## config.mk

```make
export PLATFORM = sky130hd
export DESIGN_NAME = julian_day_converter_core
export DESIGN_NICKNAME = d
export VERILOG_FILES = /design/src/rtl/jdc_pkg.sv /design/src/rtl/jdc_cdiv.sv /design/src/rtl/jdc_to_jdn.sv /design/src/rtl/jdc_to_date.sv /design/src/rtl/julian_day_converter_core.sv
export SDC_FILE = /design/constraint.sdc
export NUM_CORES = 2
export LEC_CHECK = 0
export ABC_AREA = 1
export BUFFER_PORTS_ARGS = -buffer_cell sky130_fd_sc_hd__buf_2
export CORE_MARGIN = 8
export CORE_UTILIZATION = 45
export DETAILED_ROUTE_END_ITERATION = 7
export PLACE_DENSITY_LB_ADDON = 0.3
export RECOVER_POWER = 50
export SYNTH_ARGS = -nofsm -noshare
export SYNTH_HDL_FRONTEND = slang
export SYNTH_SLANG_ARGS = --single-unit
```

## constraint.sdc

```tcl
create_clock -name clock -period 48.9 [get_ports clock]
set_clock_uncertainty 0.1 [all_clocks]
set_input_delay 9.78 -clock clock [delete_from_list [all_inputs] [get_ports clock]]
set_output_delay 9.78 -clock clock [all_outputs]
set_load 0.02 [all_outputs]
```

## src/rtl/jdc_pkg.sv

```systemverilog
// ----------------------------------------------------------------------------
// jdc_pkg
// Shared types, constants and small calendar tables for the Julian day
// number converter.
// ----------------------------------------------------------------------------
package jdc_pkg;

   localparam int unsigned PIPE_DEPTH = 7;

   localparam logic [22:0] JDN_MIN  = 23'd1721060;
   localparam logic [22:0] JDN_MAX  = 23'd5373484;
   localparam logic [13:0] YEAR_MAX = 14'd9999;

   typedef enum logic [1:0] {
      ST_OK      = 2'd0,
      ST_INVALID = 2'd1,
      ST_RANGE   = 2'd2
   } status_type;

   typedef enum logic {
      OP_TO_JDN  = 1'b0,
      OP_TO_DATE = 1'b1
   } opcode_type;

   typedef struct packed {
      opcode_type  opcode;
      logic [13:0] year;
      logic [6:0]  month;
      logic [6:0]  day;
      logic [22:0] jdn;
   } item_type;

   typedef struct packed {
      logic [22:0] jdn;
      logic [13:0] year;
      logic [3:0]  month;
      logic [4:0]  day;
      logic [2:0]  weekday;
      status_type  status;
   } result_type;

   // days in a common year, zero for codes that are no month
   function automatic logic [4:0] month_len(input logic [3:0] month);
      logic [4:0] len;
      len = 5'd0;
      case (month)
         4'd1, 4'd3, 4'd5, 4'd7, 4'd8, 4'd10, 4'd12: len = 5'd31;
         4'd4, 4'd6, 4'd9, 4'd11:                     len = 5'd30;
         4'd2:                                        len = 5'd28;
         default:                                     len = 5'd0;
      endcase
      return len;
   endfunction

   // floor(367 * mm / 12) for the march-based month index
   function automatic logic [8:0] month_offset(input logic [3:0] mm);
      logic [8:0] ofs;
      ofs = 9'd0;
      case (mm)
         4'd1:    ofs = 9'd30;
         4'd2:    ofs = 9'd61;
         4'd3:    ofs = 9'd91;
         4'd4:    ofs = 9'd122;
         4'd5:    ofs = 9'd152;
         4'd6:    ofs = 9'd183;
         4'd7:    ofs = 9'd214;
         4'd8:    ofs = 9'd244;
         4'd9:    ofs = 9'd275;
         4'd10:   ofs = 9'd305;
         4'd11:   ofs = 9'd336;
         4'd12:   ofs = 9'd367;
         default: ofs = 9'd0;
      endcase
      return ofs;
   endfunction

endpackage

```

## src/rtl/jdc_cdiv.sv

```systemverilog
// ----------------------------------------------------------------------------
// jdc_cdiv
// Division of an unsigned value by a constant through a rounded-up
// reciprocal; exact for every dividend below 2**XW.
// ----------------------------------------------------------------------------
module jdc_cdiv #(
   parameter int unsigned D  = 7,
   parameter int unsigned XW = 8,
   parameter int unsigned QW = 8
) (
   input  logic [XW-1:0] dividend,
   output logic [QW-1:0] quotient
);

   localparam int unsigned SH = XW + $clog2(D);
   localparam int unsigned RW = XW + 2;
   localparam logic [63:0] RECIP64 = ((64'd1 << SH) + 64'(D) - 64'd1) / 64'(D);
   localparam logic [RW-1:0] RECIP = RECIP64[RW-1:0];

   logic [XW+RW-1:0] prod;

   assign prod     = (XW+RW)'(dividend) * (XW+RW)'(RECIP);
   assign quotient = QW'(prod >> SH);

endmodule

```

## src/rtl/jdc_to_jdn.sv

```systemverilog
// ----------------------------------------------------------------------------
// jdc_to_jdn
// Date check and year/month/day to Julian day number, with weekday.
// ----------------------------------------------------------------------------
module jdc_to_jdn (
   input  logic               clock,
   input  logic               en,
   input  jdc_pkg::item_type   item,
   output jdc_pkg::result_type result
);
   import jdc_pkg::*;

   localparam int unsigned DLY = PIPE_DEPTH - 3;

   // stage 1
   logic        a_in;
   logic [14:0] ya_in;
   logic [14:0] cx_in;
   logic [3:0]  mm_in;
   logic [7:0]  yq_in;
   logic [7:0]  cq_in;
   logic [24:0] t1_in;
   logic        mok_in;

   logic [13:0] s1_year_ff;
   logic [6:0]  s1_month_ff;
   logic [6:0]  s1_day_ff;
   logic [3:0]  s1_mm_ff;
   logic [7:0]  s1_yq_ff;
   logic [7:0]  s1_cq_ff;
   logic [24:0] s1_t1_ff;
   logic        s1_mok_ff;

   // stage 2
   logic        leap_in;
   logic [4:0]  len_in;
   logic        ok_in;
   logic [9:0]  cent_in;
   logic [24:0] jsum_in;
   result_type  s2_in;
   result_type  s2_ff;

   // stage 3
   logic [20:0] q7_in;
   result_type  s3_ff;
   logic [20:0] s3_q7_ff;

   // stage 4 on
   result_type  s4_in;
   result_type  dly_ff [DLY];

   assign a_in   = (item.month <= 7'd2);
   assign ya_in  = 15'(item.year) + 15'd4800 - 15'(a_in);
   assign cx_in  = ya_in + 15'd100;
   assign mm_in  = a_in ? 4'(item.month[3:0] + 4'd10) : 4'(item.month[3:0] - 4'd2);
   assign t1_in  = 25'(ya_in) * 25'd1461;
   assign mok_in = (item.month inside {[7'd1:7'd12]});

   jdc_cdiv #(.D(100), .XW(14), .QW(8)) u_year_div (
      .dividend (item.year),
      .quotient (yq_in)
   );

   jdc_cdiv #(.D(100), .XW(15), .QW(8)) u_cent_div (
      .dividend (cx_in),
      .quotient (cq_in)
   );

   always_ff @(posedge clock) begin
      if (en) begin
         s1_year_ff  <= item.year;
         s1_month_ff <= item.month;
         s1_day_ff   <= item.day;
         s1_mm_ff    <= mm_in;
         s1_yq_ff    <= yq_in;
         s1_cq_ff    <= cq_in;
         s1_t1_ff    <= t1_in;
         s1_mok_ff   <= mok_in;
      end
   end

   // leap by 4/100/400: divisible by 100 when year == 100 * (year / 100)
   always_comb begin
      leap_in = (s1_year_ff[1:0] == 2'd0) &&
                ((s1_year_ff != 14'(14'(s1_yq_ff) * 14'd100)) || (s1_yq_ff[1:0] == 2'd0));
      len_in  = month_len(s1_month_ff[3:0]) + 5'((s1_month_ff == 7'd2) && leap_in);
      ok_in   = s1_mok_ff && (s1_day_ff != 7'd0) && (s1_day_ff <= 7'(len_in));
      cent_in = 10'((10'(s1_cq_ff) * 10'd3) >> 2);
      jsum_in = 25'(s1_t1_ff >> 2) + 25'(month_offset(s1_mm_ff)) + 25'(s1_day_ff)
              - 25'(cent_in) - 25'd32075;

      s2_in         = '0;
      s2_in.year    = s1_year_ff;
      if (!ok_in) begin
         s2_in.status = ST_INVALID;
      end else if (s1_year_ff > YEAR_MAX) begin
         s2_in.status = ST_RANGE;
      end else begin
         s2_in.status = ST_OK;
         s2_in.jdn    = jsum_in[22:0];
         s2_in.month  = s1_month_ff[3:0];
         s2_in.day    = s1_day_ff[4:0];
      end
   end

   always_ff @(posedge clock) begin
      if (en) begin
         s2_ff <= s2_in;
      end
   end

   jdc_cdiv #(.D(7), .XW(23), .QW(21)) u_wday_div (
      .dividend (s2_ff.jdn),
      .quotient (q7_in)
   );

   always_ff @(posedge clock) begin
      if (en) begin
         s3_ff    <= s2_ff;
         s3_q7_ff <= q7_in;
      end
   end

   always_comb begin
      s4_in         = s3_ff;
      s4_in.weekday = 3'(s3_ff.jdn - 23'(23'(s3_q7_ff) * 23'd7));
   end

   always_ff @(posedge clock) begin
      if (en) begin
         dly_ff[0] <= s4_in;
         for (int i = 1; i < DLY; i++) begin
            dly_ff[i] <= dly_ff[i-1];
         end
      end
   end

   assign result = dly_ff[DLY-1];

endmodule

```

## src/rtl/jdc_to_date.sv

```systemverilog
// ----------------------------------------------------------------------------
// jdc_to_date
// Julian day number to year/month/day by Richards' algorithm, with range
// check and weekday.
// ----------------------------------------------------------------------------
module jdc_to_date (
   input  logic               clock,
   input  logic               en,
   input  jdc_pkg::item_type   item,
   output jdc_pkg::result_type result
);
   import jdc_pkg::*;

   // stage 1
   logic [24:0] tx_in;
   logic [7:0]  t_in;
   logic        jok_in;
   logic [22:0] s1_j_ff;
   logic [13:0] s1_year_ff;
   logic [7:0]  s1_t_ff;
   logic        s1_jok_ff;

   // stage 2
   logic [23:0] f_in;
   logic [20:0] q7_in;
   logic [22:0] s2_j_ff;
   logic [13:0] s2_year_ff;
   logic        s2_jok_ff;
   logic [25:0] s2_e_ff;
   logic [20:0] s2_q7_ff;

   // stage 3
   logic [15:0] qe_in;
   logic [22:0] s3_j_ff;
   logic [13:0] s3_year_ff;
   logic        s3_jok_ff;
   logic [25:0] s3_e_ff;
   logic [15:0] s3_qe_ff;
   logic [2:0]  s3_wd_ff;

   // stage 4
   logic [10:0] rem_in;
   logic [10:0] h_in;
   logic [22:0] s4_j_ff;
   logic [13:0] s4_year_ff;
   logic        s4_jok_ff;
   logic [15:0] s4_qe_ff;
   logic [2:0]  s4_wd_ff;
   logic [10:0] s4_h_ff;

   // stage 5
   logic [3:0]  hq_in;
   logic [22:0] s5_j_ff;
   logic [13:0] s5_year_ff;
   logic        s5_jok_ff;
   logic [15:0] s5_qe_ff;
   logic [2:0]  s5_wd_ff;
   logic [10:0] s5_h_ff;
   logic [3:0]  s5_hq_ff;

   // stage 6
   logic [7:0]  hr_in;
   logic [3:0]  mt_in;
   logic [3:0]  mo_in;
   logic [13:0] yo_in;
   logic [22:0] s6_j_ff;
   logic [13:0] s6_year_ff;
   logic        s6_jok_ff;
   logic [2:0]  s6_wd_ff;
   logic [7:0]  s6_hr_ff;
   logic [3:0]  s6_mo_ff;
   logic [13:0] s6_yo_ff;

   // stage 7
   logic [4:0]  dq_in;
   result_type  s7_in;
   result_type  s7_ff;

   // out-of-range numbers may wrap here; their date fields are dropped later
   assign tx_in  = {item.jdn, 2'b00} + 25'd274277;
   assign jok_in = (item.jdn inside {[JDN_MIN:JDN_MAX]});

   jdc_cdiv #(.D(146097), .XW(25), .QW(8)) u_era_div (
      .dividend (tx_in),
      .quotient (t_in)
   );

   always_ff @(posedge clock) begin
      if (en) begin
         s1_j_ff    <= item.jdn;
         s1_year_ff <= item.year;
         s1_t_ff    <= t_in;
         s1_jok_ff  <= jok_in;
      end
   end

   assign f_in = 24'(s1_j_ff) + 24'd1401 + 24'((10'(s1_t_ff) * 10'd3) >> 2) - 24'd38;

   jdc_cdiv #(.D(7), .XW(23), .QW(21)) u_wday_div (
      .dividend (s1_j_ff),
      .quotient (q7_in)
   );

   always_ff @(posedge clock) begin
      if (en) begin
         s2_j_ff    <= s1_j_ff;
         s2_year_ff <= s1_year_ff;
         s2_jok_ff  <= s1_jok_ff;
         s2_e_ff    <= {f_in, 2'b11};
         s2_q7_ff   <= q7_in;
      end
   end

   jdc_cdiv #(.D(1461), .XW(26), .QW(16)) u_cycle_div (
      .dividend (s2_e_ff),
      .quotient (qe_in)
   );

   always_ff @(posedge clock) begin
      if (en) begin
         s3_j_ff    <= s2_j_ff;
         s3_year_ff <= s2_year_ff;
         s3_jok_ff  <= s2_jok_ff;
         s3_e_ff    <= s2_e_ff;
         s3_qe_ff   <= qe_in;
         s3_wd_ff   <= 3'(s2_j_ff - 23'(23'(s2_q7_ff) * 23'd7));
      end
   end

   // day within the four-year cycle, then the 153-day month grouping
   assign rem_in = 11'(s3_e_ff - 26'(26'(s3_qe_ff) * 26'd1461));
   assign h_in   = 11'(11'(rem_in[10:2]) * 11'd5 + 11'd2);

   always_ff @(posedge clock) begin
      if (en) begin
         s4_j_ff    <= s3_j_ff;
         s4_year_ff <= s3_year_ff;
         s4_jok_ff  <= s3_jok_ff;
         s4_qe_ff   <= s3_qe_ff;
         s4_wd_ff   <= s3_wd_ff;
         s4_h_ff    <= h_in;
      end
   end

   jdc_cdiv #(.D(153), .XW(11), .QW(4)) u_month_div (
      .dividend (s4_h_ff),
      .quotient (hq_in)
   );

   always_ff @(posedge clock) begin
      if (en) begin
         s5_j_ff    <= s4_j_ff;
         s5_year_ff <= s4_year_ff;
         s5_jok_ff  <= s4_jok_ff;
         s5_qe_ff   <= s4_qe_ff;
         s5_wd_ff   <= s4_wd_ff;
         s5_h_ff    <= s4_h_ff;
         s5_hq_ff   <= hq_in;
      end
   end

   always_comb begin
      hr_in = 8'(s5_h_ff - 11'(11'(s5_hq_ff) * 11'd153));
      mt_in = s5_hq_ff + 4'd2;
      mo_in = (mt_in >= 4'd12) ? 4'(mt_in - 4'd11) : 4'(mt_in + 4'd1);
      // january and february count to the following year
      yo_in = 14'(s5_qe_ff - 16'd4716 + 16'(mo_in <= 4'd2));
   end

   always_ff @(posedge clock) begin
      if (en) begin
         s6_j_ff    <= s5_j_ff;
         s6_year_ff <= s5_year_ff;
         s6_jok_ff  <= s5_jok_ff;
         s6_wd_ff   <= s5_wd_ff;
         s6_hr_ff   <= hr_in;
         s6_mo_ff   <= mo_in;
         s6_yo_ff   <= yo_in;
      end
   end

   jdc_cdiv #(.D(5), .XW(8), .QW(5)) u_day_div (
      .dividend (s6_hr_ff),
      .quotient (dq_in)
   );

   always_comb begin
      s7_in         = '0;
      s7_in.jdn     = s6_j_ff;
      s7_in.weekday = s6_wd_ff;
      if (s6_jok_ff) begin
         s7_in.status = ST_OK;
         s7_in.year   = s6_yo_ff;
         s7_in.month  = s6_mo_ff;
         s7_in.day    = dq_in + 5'd1;
      end else begin
         s7_in.status = ST_RANGE;
         s7_in.year   = s6_year_ff;
      end
   end

   always_ff @(posedge clock) begin
      if (en) begin
         s7_ff <= s7_in;
      end
   end

   assign result = s7_ff;

endmodule

```

## src/rtl/julian_day_converter_core.sv

```systemverilog
// ----------------------------------------------------------------------------
// julian_day_converter_core
// Gregorian date <-> Julian day number converter with date check and weekday.
// ----------------------------------------------------------------------------
// Usage:
//   The request channel (req_*) carries one conversion per transfer: tuser is
//   the opcode (0 date to day number, 1 day number to date), tdata the year,
//   month, day and day number. The response channel (rsp_*) returns exactly
//   one result per request, in order, with the status code on tuser.
//   A request passes seven pipeline stages of constant-divisor arithmetic (the
//   shorter date-to-day-number path is padded with plain delay stages) and
//   the output register. Throughput is one transfer per cycle unless the output
//   stalls; both opcodes run down parallel paths of equal depth and a new
//   request may enter every cycle that req_tready is high. When the receiver
//   holds rsp_tready low with a result waiting, the whole pipeline freezes
//   and req_tready drops in the same cycle; nothing is dropped or repeated.
//   Empty stages ahead of the output still fill while rsp_tvalid is low. Reset
//   clears the stage valid bits, so the pipeline comes up empty and ready.
// ----------------------------------------------------------------------------
module julian_day_converter_core (
   input  logic        clock,
   input  logic        reset,
   input  logic        req_tvalid,
   output logic        req_tready,
   input  logic [55:0] req_tdata,  // year_in[13:0], month_in[20:14], day_in[27:21],
                                   // jdn_in[50:28], zero[55:51]
   input  logic        req_tuser,  // opcode
   output logic        rsp_tvalid,
   input  logic        rsp_tready,
   output logic [55:0] rsp_tdata,  // jdn_out[22:0], year_out[36:23], month_out[40:37],
                                   // day_out[45:41], weekday[48:46], zero[55:49]
   output logic [1:0]  rsp_tuser   // status
);
   import jdc_pkg::*;

   logic                  adv;
   item_type              req_item;
   result_type            jdn_res;
   result_type            date_res;
   result_type            rsp_res_in;
   result_type            rsp_res_ff;
   logic [PIPE_DEPTH-1:0] vld_ff;
   logic [PIPE_DEPTH-1:0] op_ff;
   logic                  rsp_vld_ff;

   // whole pipeline moves together unless a result is stuck at the output
   assign adv        = !rsp_vld_ff || rsp_tready;
   assign req_tready = adv;

   assign req_item.opcode = opcode_type'(req_tuser);
   assign req_item.year   = req_tdata[13:0];
   assign req_item.month  = req_tdata[20:14];
   assign req_item.day    = req_tdata[27:21];
   assign req_item.jdn    = req_tdata[50:28];

   jdc_to_jdn u_to_jdn (
      .clock  (clock),
      .en     (adv),
      .item   (req_item),
      .result (jdn_res)
   );

   jdc_to_date u_to_date (
      .clock  (clock),
      .en     (adv),
      .item   (req_item),
      .result (date_res)
   );

   always_ff @(posedge clock) begin
      if (reset) begin
         vld_ff     <= '0;
         rsp_vld_ff <= 1'b0;
      end else if (adv) begin
         vld_ff     <= {vld_ff[PIPE_DEPTH-2:0], req_tvalid};
         rsp_vld_ff <= vld_ff[PIPE_DEPTH-1];
      end
   end

   always_ff @(posedge clock) begin
      if (adv) begin
         op_ff <= {op_ff[PIPE_DEPTH-2:0], req_tuser};
      end
   end

   assign rsp_res_in = (opcode_type'(op_ff[PIPE_DEPTH-1]) == OP_TO_DATE) ? date_res : jdn_res;

   always_ff @(posedge clock) begin
      if (adv) begin
         rsp_res_ff <= rsp_res_in;
      end
   end

   assign rsp_tvalid = rsp_vld_ff;
   assign rsp_tdata  = {7'd0, rsp_res_ff.weekday, rsp_res_ff.day, rsp_res_ff.month,
                        rsp_res_ff.year, rsp_res_ff.jdn};
   assign rsp_tuser  = rsp_res_ff.status;

   // a good result always carries a real calendar date
   a_ok_has_date: assert property (@(posedge clock) disable iff (reset)
      rsp_tvalid && (rsp_res_ff.status == ST_OK) |->
         (rsp_res_ff.month >= 4'd1) && (rsp_res_ff.month <= 4'd12) &&
         (rsp_res_ff.day >= 5'd1))
      else $error("ok result without a valid month and day");

   a_err_no_date: assert property (@(posedge clock) disable iff (reset)
      rsp_tvalid && (rsp_res_ff.status != ST_OK) |->
         (rsp_res_ff.month == 4'd0) && (rsp_res_ff.day == 5'd0))
      else $error("failed result carries month or day");

   a_invalid_no_jdn: assert property (@(posedge clock) disable iff (reset)
      rsp_tvalid && (rsp_res_ff.status == ST_INVALID) |->
         (rsp_res_ff.jdn == 23'd0) && (rsp_res_ff.weekday == 3'd0))
      else $error("invalid date result carries a day number");

   a_weekday_range: assert property (@(posedge clock) disable iff (reset)
      rsp_tvalid |-> (rsp_res_ff.weekday <= 3'd6))
      else $error("weekday out of range");

endmodule

```

==> metrics <==
ranking of synthesized cells by area=edfxtp_1 30%, fa_1 23%, ha_1 21%; Layout Nets=9,619; biggest area consumer among synthesized cells=edfxtp_1; Initial Util=0.451; Worst-Margin Slew=3420 ps; failing checks=max-capacitance violations, max-slew violations; CTS Sinks=793; worst r2r path cells=12; CTS Buf Count=82; ANT nets after route=0; Mapped Area=0.0772 mm²; vias in the first global route=51,100; max-cap check violation count=3; Via density=4.97; crit path buf inv count=4; Routed WL=169,000 µm; DRC Markers=0; # setup viols final=0; port bufs=108; Slew HR=-1.28; first-pass GRT wire length=276,000 µm; Slew Viols, Final=200; HP Start=u_to_date.s5_j_ff[8]; vias post-DR=48,000; Clock transition at path regs=60 ps; reg2reg start=rsp_tvalid; total setup buffers inserted after CTS=0; Worst Hold Depth=0; Fill cells=15,500; RSZ-0062 raised after global routing=false; Netlist cell types=60; worst min path class=reg -> reg; Critical Setup Path Class=in -> out; die footprint=0.185 mm²; Critical Path, Cell by Cell=buf_2, nor2_1, clkbuf_1, clkinvlp_2, buf_2; Hold Path Sink=u_to_date.s6_j_ff[8]; drt pass-1 iters=5; CTS tree=built; FP Rows=152; CP required=39,020 ps; post-synth top area share=0.301; ratio of cells with drive above 1 in the final layout=0.0369; fmax=41.8 MHz; clock buffer depth=3; sequential share of the synthesized area=0.306; FFs w/ async S/R, synth=0; CP arrival=14,040 ps; Final Hold Viols=0; hpwl dp=144,000 µm; total global-route track usage=0.186; CTS-repair resized insts=0; CTS root buf=clkbuf_16; synthesis warning total=0; Total Neg Setup Slack=0 ps; flops & latches, synth=793; kind of cell adding the most delay to the critical path=buffers and inverters; cell at the slowest stage of the critical path=clkinvlp_2; initial antenna violation count=7; Die Height=430 µm; Critical Path End Type=output pin; Area Growth Syn to Fin=7.95%; core area=0.171 mm²; status=finished with violations; fin crit share=0.489; I/O pin cnt=121; Startpoint Class=input pin; Mapped Cells=7,174; gr ovfl total=0; Synth Area per Inst=10.8 µm²; clk_lat worst skew=660 ps; DR WL/cell=17.4 µm; EDFF count, synth=773; predominant post-synthesis flop cell=edfxtp_1; worst-path maximum fanout=76; largest net degree at the start of global routing=190; number of DRC markers in iteration 0=2,637; Slowest Stage Delay on Critical Path=2590 ps; GP Congestion=0.921; r2r setup slk=41,610 ps; number of H-tree levels=3; Final min period=23,920 ps; CTS Hold Bufs=0; Critical Path Most Common Cell=buf_2; width of the die=430 µm
## state kept, by name, summed over array words and instances, names as in the netlist, 24 cells and up, named ones only
signal / cells
rsp_tdata: 49
u_to_date.s2_e_ff: 24
u_to_jdn.s2_ff: 48
u_to_jdn.s3_ff: 48
u_to_date.result: 50
u_to_jdn.dly_ff: 165
## metrics by stage
stage	worst slack (ps)	area (µm²)	std cells	util	hold slack, ps
final	24980	83300	9665	0.487	300
after global routing	24450	83300	9662	0.487	308
after CTS	28230	83400	9662	0.488	300
after detailed placement	28230	80600	9511	0.471	305
after global placement	28250	80600	9511	0.471	300
after floorplan	7930	77200	7180	-	300
## logic make-up (layout without fill, tap and decap cells)
| logic type | Yosys count | after routing | synth area share |
|---|---|---|---|
| buf+inv | 1842 | 2091 | 0.0900 |
| xor+xnor | 245 | 245 | 0.0287 |
| simple gates | 1395 | 1395 | 0.0766 |
| compound gates | 652 | 652 | 0.0479 |
| other cells | 1 | 10 | 0.0000486 |
| mux | 50 | 50 | 0.00729 |
| flops | 793 | 793 | 0.306 |
| fa+ha+maj | 2196 | 2196 | 0.444 |
## how the worst max path moves through the flow
stage	slack, ps	start	cells past startpoint	endpoint
2_1_floorplan	7930	rsp_tready	3	req_tready
3_3_place_gp	28250	rsp_tready	5	req_tready
3_5_place_dp	28230	rsp_tready	5	req_tready
4_1_cts	28230	rsp_tready	5	req_tready
5_1_grt	24450	rsp_tready	5	req_tready
6_report	24980	rsp_tready	5	req_tready
## cells in the mapped netlist, types with 13 or more instances
cell / instances
mux2_2: 50
o21ai_0: 173
fa_1: 901
clkbuf_1: 13
nor2_1: 289
a21o_1: 28
nand2_1: 740
o21bai_1: 27
a21oi_1: 301
dfxtp_1: 20
xor2_1: 153
nand3_1: 170
edfxtp_1: 773
nor4_1: 18
o211ai_1: 16
inv_1: 1814
or2_2: 21
ha_1: 1295
nor3_1: 61
nand4_1: 58
a31oi_1: 33
xnor2_1: 87
## cells in the final DEF (no fill, tap or decap), types with 58 or more instances in the layout
cell | netlist | layout
clkbuf_16 | 0 | 84
nor3_1 | 61 | 61
nand2_1 | 740 | 740
a21oi_1 | 301 | 301
o21ai_0 | 173 | 173
xnor2_1 | 87 | 87
fa_1 | 901 | 901
ha_1 | 1295 | 1295
nor2_1 | 289 | 289
xor2_1 | 153 | 153
edfxtp_1 | 773 | 773
nand3_1 | 170 | 170
clkbuf_1 | 13 | 67
nand4_1 | 58 | 58
inv_1 | 1814 | 1813
## area by class of cell
class	instances	area [µm²]	area share
Clock buffer	93	2140	0.0256
Timing Repair Buffer	125	602	0.00722
Clock inverter	58	711	0.00853
Tap cell	2233	2790	0.0335
Inverter	1815	6810	0.0818
Antenna cell	3	7.51	0.0000901
Multi-Input combinational cell	4545	46700	0.560
Sequential cell	793	23600	0.283
## routing by layer
layer	track usage	vias up	share of wire
met5	0	-	0.000042
met4	0.0403	2	0.020
met3	0.0183	193	0.035
met2	0.321	734	0.49
met1	0.255	23600	0.46
li1	-	23500	-
Power is left out: the tool's default activity adds up to more than one toggle a clock period on the data nets, which glitch-free logic cannot reach.
